`config.mk`:
```
export PLATFORM = sky130hd
export DESIGN_NAME = qau_div_step
export DESIGN_NICKNAME = d
export VERILOG_FILES = /design/src/design/qau_pkg.sv /design/src/design/qau_div_step.sv
export VERILOG_INCLUDE_DIRS = /design/src /design/src/design
export SDC_FILE = /design/constraint.sdc
export NUM_CORES = 1
export LEC_CHECK = 0
export BUFFER_PORTS_ARGS = -buffer_cell sky130_fd_sc_hd__buf_4
export CAP_MARGIN = 20
export CORE_AREA = 2 2 306 308
export CTS_CLUSTER_SIZE = 40
export DETAILED_ROUTE_END_ITERATION = 16
export DIE_AREA = 0 0 308 310
export GPL_TIMING_DRIVEN = 0
export HOLD_SLACK_MARGIN = 0.08
export PLACE_DENSITY = 0.48
export SLEW_MARGIN = 20
export SYNTH_ARGS = -nofsm -noshare
export SYNTH_HDL_FRONTEND = slang
export SYNTH_SLANG_ARGS = --single-unit
```
`constraint.sdc`:
```
create_clock -name clk -period 4.4 [get_ports clk]
set_input_delay 1.32 -clock clk [delete_from_list [all_inputs] [get_ports clk]]
set_output_delay 1.32 -clock clk [all_outputs]
set_load 0.005 [all_outputs]
```
`src/design/assert_macros.svh`:
```
// Assertion macros shared by the quaternion unit RTL.
`ifndef ASSERT_MACROS_SVH
`define ASSERT_MACROS_SVH

// Clocked check, ignored while reset is held.
`define ASSERT_CLK(label, prop, msg) \
  label: assert property (@(posedge clk) disable iff (rst) prop) else $error(msg);

// Clocked check that also runs during reset.
`define ASSERT_ALWAYS(label, prop, msg) \
  label: assert property (@(posedge clk) prop) else $error(msg);

`endif

```
`src/design/qau_pkg.sv`:
```
// Package: payload types, operation and status codes for the quaternion unit.
package qau_pkg;

  localparam int CW  = 16;          // component width
  localparam int KW  = 3;           // operation code width
  localparam int STW = 2;           // status width
  localparam int SQW = 2 * CW + 1;  // sum of squares width
  localparam int RTW = CW + 1;      // square root width

  localparam logic [KW-1:0] KIND_MUL   = 3'd0;
  localparam logic [KW-1:0] KIND_ADD   = 3'd1;
  localparam logic [KW-1:0] KIND_SCALE = 3'd2;
  localparam logic [KW-1:0] KIND_CONJ  = 3'd3;
  localparam logic [KW-1:0] KIND_NORM  = 3'd4;
  localparam logic [KW-1:0] KIND_INV   = 3'd5;
  localparam logic [KW-1:0] KIND_UNIT  = 3'd6;

  localparam logic [STW-1:0] STAT_OK   = 2'd0;
  localparam logic [STW-1:0] STAT_SAT  = 2'd1;
  localparam logic [STW-1:0] STAT_ZERO = 2'd2;

  typedef logic signed [CW-1:0] comp_t;
  typedef logic [3:0][CW-1:0] quat_t;  // index 0 x, 1 y, 2 z, 3 w

  typedef struct packed {
    logic [KW-1:0] kind;
    comp_t         a_x;
    comp_t         a_y;
    comp_t         a_z;
    comp_t         a_w;
    comp_t         b_x;
    comp_t         b_y;
    comp_t         b_z;
    comp_t         b_w;
    comp_t         factor;
  } qau_in_t;

  typedef struct packed {
    comp_t          res_x;
    comp_t          res_y;
    comp_t          res_z;
    comp_t          res_w;
    logic [CW-1:0]  magnitude;
    logic [STW-1:0] status;
  } qau_out_t;

  // Front end result: direct ops finished, sum of squares ready
  typedef struct packed {
    logic [KW-1:0]  kind;
    quat_t          a;
    quat_t          rq;
    logic           sat;
    logic [SQW-1:0] ssq;
  } front_t;

  // Square root pipeline word
  typedef struct packed {
    front_t         fr;
    logic [SQW-1:0] rem;
    logic [RTW-1:0] root;
  } sqrt_t;

  // Divider pipeline word, four lanes
  typedef struct packed {
    logic [KW-1:0]        kind;
    quat_t                rq;
    logic                 sat;
    logic [RTW-1:0]       root;
    logic                 zero;
    logic [SQW-1:0]       den;
    logic [3:0][SQW-1:0]  rem;
    logic [3:0][CW-1:0]   nlo;
    logic [3:0][CW-1:0]   quo;
    logic [3:0]           ovf;
    logic [3:0]           neg;
  } div_t;

endpackage

```
`src/design/qau_div_step.sv`:
```
// One quotient bit of the four-lane pipelined restoring divider.
`include "assert_macros.svh"

module qau_div_step
  import qau_pkg::*;
#(
  parameter int BIT = 0
) (
  input  logic clk,
  input  logic rst,
  input  logic adv,
  input  logic in_valid,
  input  div_t in_d,
  output logic out_valid,
  output div_t out_d
);

  logic [SQW:0] r2 [4];
  logic [SQW:0] dext;
  div_t         d_next;

  // Shift in the next numerator bit, subtract when it fits
  always_comb begin
    d_next = in_d;
    dext   = {1'b0, in_d.den};
    for (int i = 0; i < 4; i++) begin
      r2[i] = {in_d.rem[i], in_d.nlo[i][BIT]};
      if (r2[i] >= dext) begin
        d_next.rem[i]      = SQW'(r2[i] - dext);
        d_next.quo[i][BIT] = 1'b1;
      end else begin
        d_next.rem[i] = SQW'(r2[i]);
      end
    end
  end

  always_ff @(posedge clk) begin
    if (rst) begin
      out_valid <= 1'b0;
    end else if (adv) begin
      out_valid <= in_valid;
    end
  end

  always_ff @(posedge clk) begin
    if (adv) begin
      out_d <= d_next;
    end
  end

  `ASSERT_CLK(a_div_rem_below_den, out_valid && !out_d.zero |-> (out_d.ovf[0] || out_d.rem[0] < out_d.den) && (out_d.ovf[1] || out_d.rem[1] < out_d.den) && (out_d.ovf[2] || out_d.rem[2] < out_d.den) && (out_d.ovf[3] || out_d.rem[3] < out_d.den), "divider remainder reached the divisor")

endmodule

```
# [After elaboration in Yosys (flattened, before gate mapping)]
# Cells that the tools add are included.
[word_totals] ff_bits=388 latchBits=0 mem_bits_rw=0 mem_bits_ro=0 out_inout_bits=388 n_memories=0
[op_classes] add_sub_neg=4 n_mul=0 div_mod_pow=0 order_cmp=4 eq_ne=0 shift=0 n_mux=4 n_bitwise=0 n_reduce_logical=0
[op_table] cell="$ge 34x33->1" count=4
[op_table] cell="$mux 33" count=4
[op_table] cell="$sub 33x33->33" count=4

# [Depth between registers and ports, before layout]
[logic_depth] word_depth=2 mapped_depth=15

# [Worst setup path after synthesis]
# OpenSTA, ideal clock, no wires.
[synth_timing] path_type="input to register" startpoint="input port in_d[88] in the netlist's numbering" endpoint="register out_d[173] in the netlist's numbering, data pin" arrival_time_ns=4.252 t_required_ns=4.140 path_slack_ns=-0.112 stages=14 path_cell_list="inv_1 > ha_1 > inv_1 > fa_1 > a21o_1 > a221oi_2 > o211ai_2 > a311oi_2 > o31a_2 > o31a_1 > o21ai_2 > a211oi_4 > buf_6 > mux2_4"
[synth_rtl] element="start, declared" line_no="qau_div_step.sv:13" rtl="input div_t in_d,"
[synth_rtl] element="end signal, assigned" line_no="qau_div_step.sv:47" rtl="out_d <= d_next;"
[synth_rtl] element="end, declared" line_no="qau_div_step.sv:15" rtl="output div_t out_d"

==> flow_metrics.py <==
metrics = {
    "finish": {
        "multi_input_area_mm2": 0.00824,
        "fill_cells": 9468,
        "area_delta_synth_final_pct": 46.2,
        "fin_area_mm2": 0.0296,
        "finalNetCount": 3018,
        "drive_gt1_frac": 0.380,
        "regArea_mm2": 0.0116,
        "stdcell_count": 3735,
    },
    "timing": {
        "period_share": 0.975,
        "hold_viol": 0,
        "setup_tns_ns": 0,
        "slew_headroom": 0.479,
        "finalSetupViolCount": 0,
        "slew_viol_final": 0,
        "rsz0062_at_grt": "no",
        "worst-slew-pin-transition_ns": 0.773,
        "timing.fmax_mhz": 233,
        "clock-skew-final_ns": 0,
        "layout_min_cycle_time_ns": 4.29,
    },
    "worst_setup_path": {
        "cp-end-kind": "flip-flop",
        "slowest_delay_ns": 0.40,
        "crit_chain": "buf_4 -> ha_1 -> inv_1 -> fa_2 -> a21o_1 -> a221oi_4 -> o211ai_4 -> a311oi_4 -> o31a_2 -> o31a_1 -> o21ai_2 -> a211oi_4 -> buf_12 -> buf_6 -> mux2_1",
        "worstPathMaxFanout": 10,
        "arrival_ns": 4.66,
        "cp_data_required_time_ns": 4.77,
        "critPathSlowestCell": "a311oi_4",
        "crit_type": "in -> reg",
        "start_kind": "input port",
    },
    "die": {
        "start_util": 0.219,
        "io_pins": 779,
        "die_w_um": 308,
        "die_h_um": 310,
        "die_area_mm2": 0.0955,
        "rows": 112,
        "coreArea_mm2": 0.0925,
    },
    "clock_network": {
        "cts.sinks": 388,
        "htreeDepth": 2,
        "cts-root-buf": "clkbuf_16",
        "cts_tree": "built",
        "cts_buffers": 51,
        "holdBufCountCts": 0,
        "clock_latency_ns": 0.63,
        "cts.clk_slew.worst_paths_ns": 0.06,
        "cts_buffer_depth": 3,
    },
    "synth": {
        "synth_cell_type_count": 69,
        "synth_largest_area_cell": "edfxtp_1",
        "async_flop_share": 0,
        "synth_edf_count": 387,
        "synth_area_mm2": 0.0202,
        "yosys_warnings": 0,
        "ys_dominant_reg_cell": "edfxtp_1",
        "ys_seq_elements": 388,
        "syn_inst": 1650,
        "synth.avg_cell_area_um2": 12.3,
        "synth_seq_area_share": 0.576,
        "syn_nets": 2177,
        "yosysTopAreaCellShare": 0.575,
        "yosys-top-cells-area": "edfxtp_1 (57%), ha_1 (8.2%), a21oi_1 (4.4%)",
    },
    "drt": {
        "wl_per_cell_um": 26.7,
        "topRoutingLayerUsed": "met5",
        "first_pass_iters": 5,
        "ant_nets": 0,
        "wl_um": 99900,
        "drc": 0,
        "dr.first_iter.drc_count": 1427,
        "viasPerCell": 4.60,
        "wl_met1_um": 39000,
        "vias": 17200,
        "wl_met2_um": 48700,
        "route.met3.wl_um": 8530,
    },
    "status": {
        "status": "completed",
    },
    "global_route": {
        "grt-ovfl-total": 0,
        "antenna_found_initial": 27,
        "grt_pass1_wl_um": 134000,
        "grt_max_degree": 98,
        "grt_pass1_vias": 17000,
        "grt_usage": 0.199,
    },
    "place": {
        "io_buffers": 778,
        "dp_hpwl_um": 82700,
        "gp_congestion": 0.858,
        "placed_area_mm2": 0.0277,
        "placedCellCount": 3629,
    },
    "worst_hold_path": {
        "worstHoldPathType": "reg -> reg",
    },
    "power": {
        "power_density_mw_per_mm2": 396,
        "p_leak_nw": 12.4,
        "vdd_ir_drop_max_mv": 0.283,
    },
    "job": {
        "cap_violations": 0,
    },
}
[synth_stat cells (17+ instances only)]
library cell and count:
inv_1 64, nand3_1 31, a31oi_1 20, ha_1 132, o21bai_1 19, a21o_1 61, o21ai_0 107, xor2_1 49
mux2_4 20, nor2_1 114, nand2_1 114, a21oi_1 176, clkbuf_1 31, mux2_2 31, nand4_1 17, edfxtp_1 387
xnor2_1 68
[layout make-up]
type | instances | share of cell area
clock inverters | 31 | 0.0107
clock buffers | 63 | 0.0461
well taps | 1197 | 0.0507
flip-flops and latches | 388 | 0.394
plain buffers | 42 | 0.00690
inverters | 64 | 0.00864
diodes | 6 | 0.000508
repair buffers | 788 | 0.204
multi-input cells | 1156 | 0.279
[placed cells by master (no fill, tap or decap), types with 49 or more instances in the layout]
cell	instances
buf_4	782
edfxtp_1	387
a21oi_1	175
ha_1	131
nor2_1	114
nand2_1	114
o21ai_0	105
xnor2_1	68
a21o_1	61
inv_1	60
clkbuf_16	52
xor2_1	49
[sequential cells by signal, indices dropped and copies added (netlist names)]
signal / flops
out_valid: 1
out_d: 387
[critical path: cells and delay by family]
kind / cells / cell delay (ns)
mux: 1 / 0.36
compound gates: 8 / 1.84
fa+ha+maj: 2 / 0.54
buf+inv: 4 / 0.58
[where the power goes]
part,switching [mW],internal (mW)
logic,1.47,1.32
clock network,1.78,2.45
registers,0.134,4.56
total,3.39,8.33
[cells by family after synthesis]
logic type | Yosys count | share of synthesized area
buf+inv | 106 | 0.0211
flops | 388 | 0.576
simple gates | 359 | 0.0811
fa+ha+maj | 136 | 0.0857
compound gates | 484 | 0.149
xor+xnor | 117 | 0.0507
mux | 60 | 0.0370
[routing by layer]
| layer | vias to the layer above | track usage |
|---|---|---|
| met1 | 8393 | 0.233 |
| met4 | 34 | 0.0673 |
| met2 | 641 | 0.341 |
| met5 | - | 0 |
| li1 | 7970 | - |
| met3 | 143 | 0.0664 |
[timing repair]
action	in CTS	in global routing
pin swaps	2	4
hold endpoints to repair	0	0
setup buffers	4	2
resized for setup	21	15
endpoints found under the setup margin	133	108
[per-stage QoR]
stage	utilization	total power [mW]	hold slack [ns]	setup slack (ns)
floorplan	-	5.94	0.485	0.0246
global placement	0.298	7.55	0.489	-1.54
detailed placement	0.299	7.54	0.488	-1.56
CTS	0.318	11.9	0.503	0.00937
global route	0.319	12.3	0.552	0.00132
finish	0.320	11.7	0.504	0.108
[final timing paths]
check	from	end	slack (ns)	cells past startpoint
max	in_d[268]	out_d[200]	0.11	15
min	out_valid	out_valid	0.50	2
max reg2reg	out_valid	out_valid	3.82	2
min reg2reg	out_valid	out_valid	0.50	2
Power figures use the tool's default switching activity.
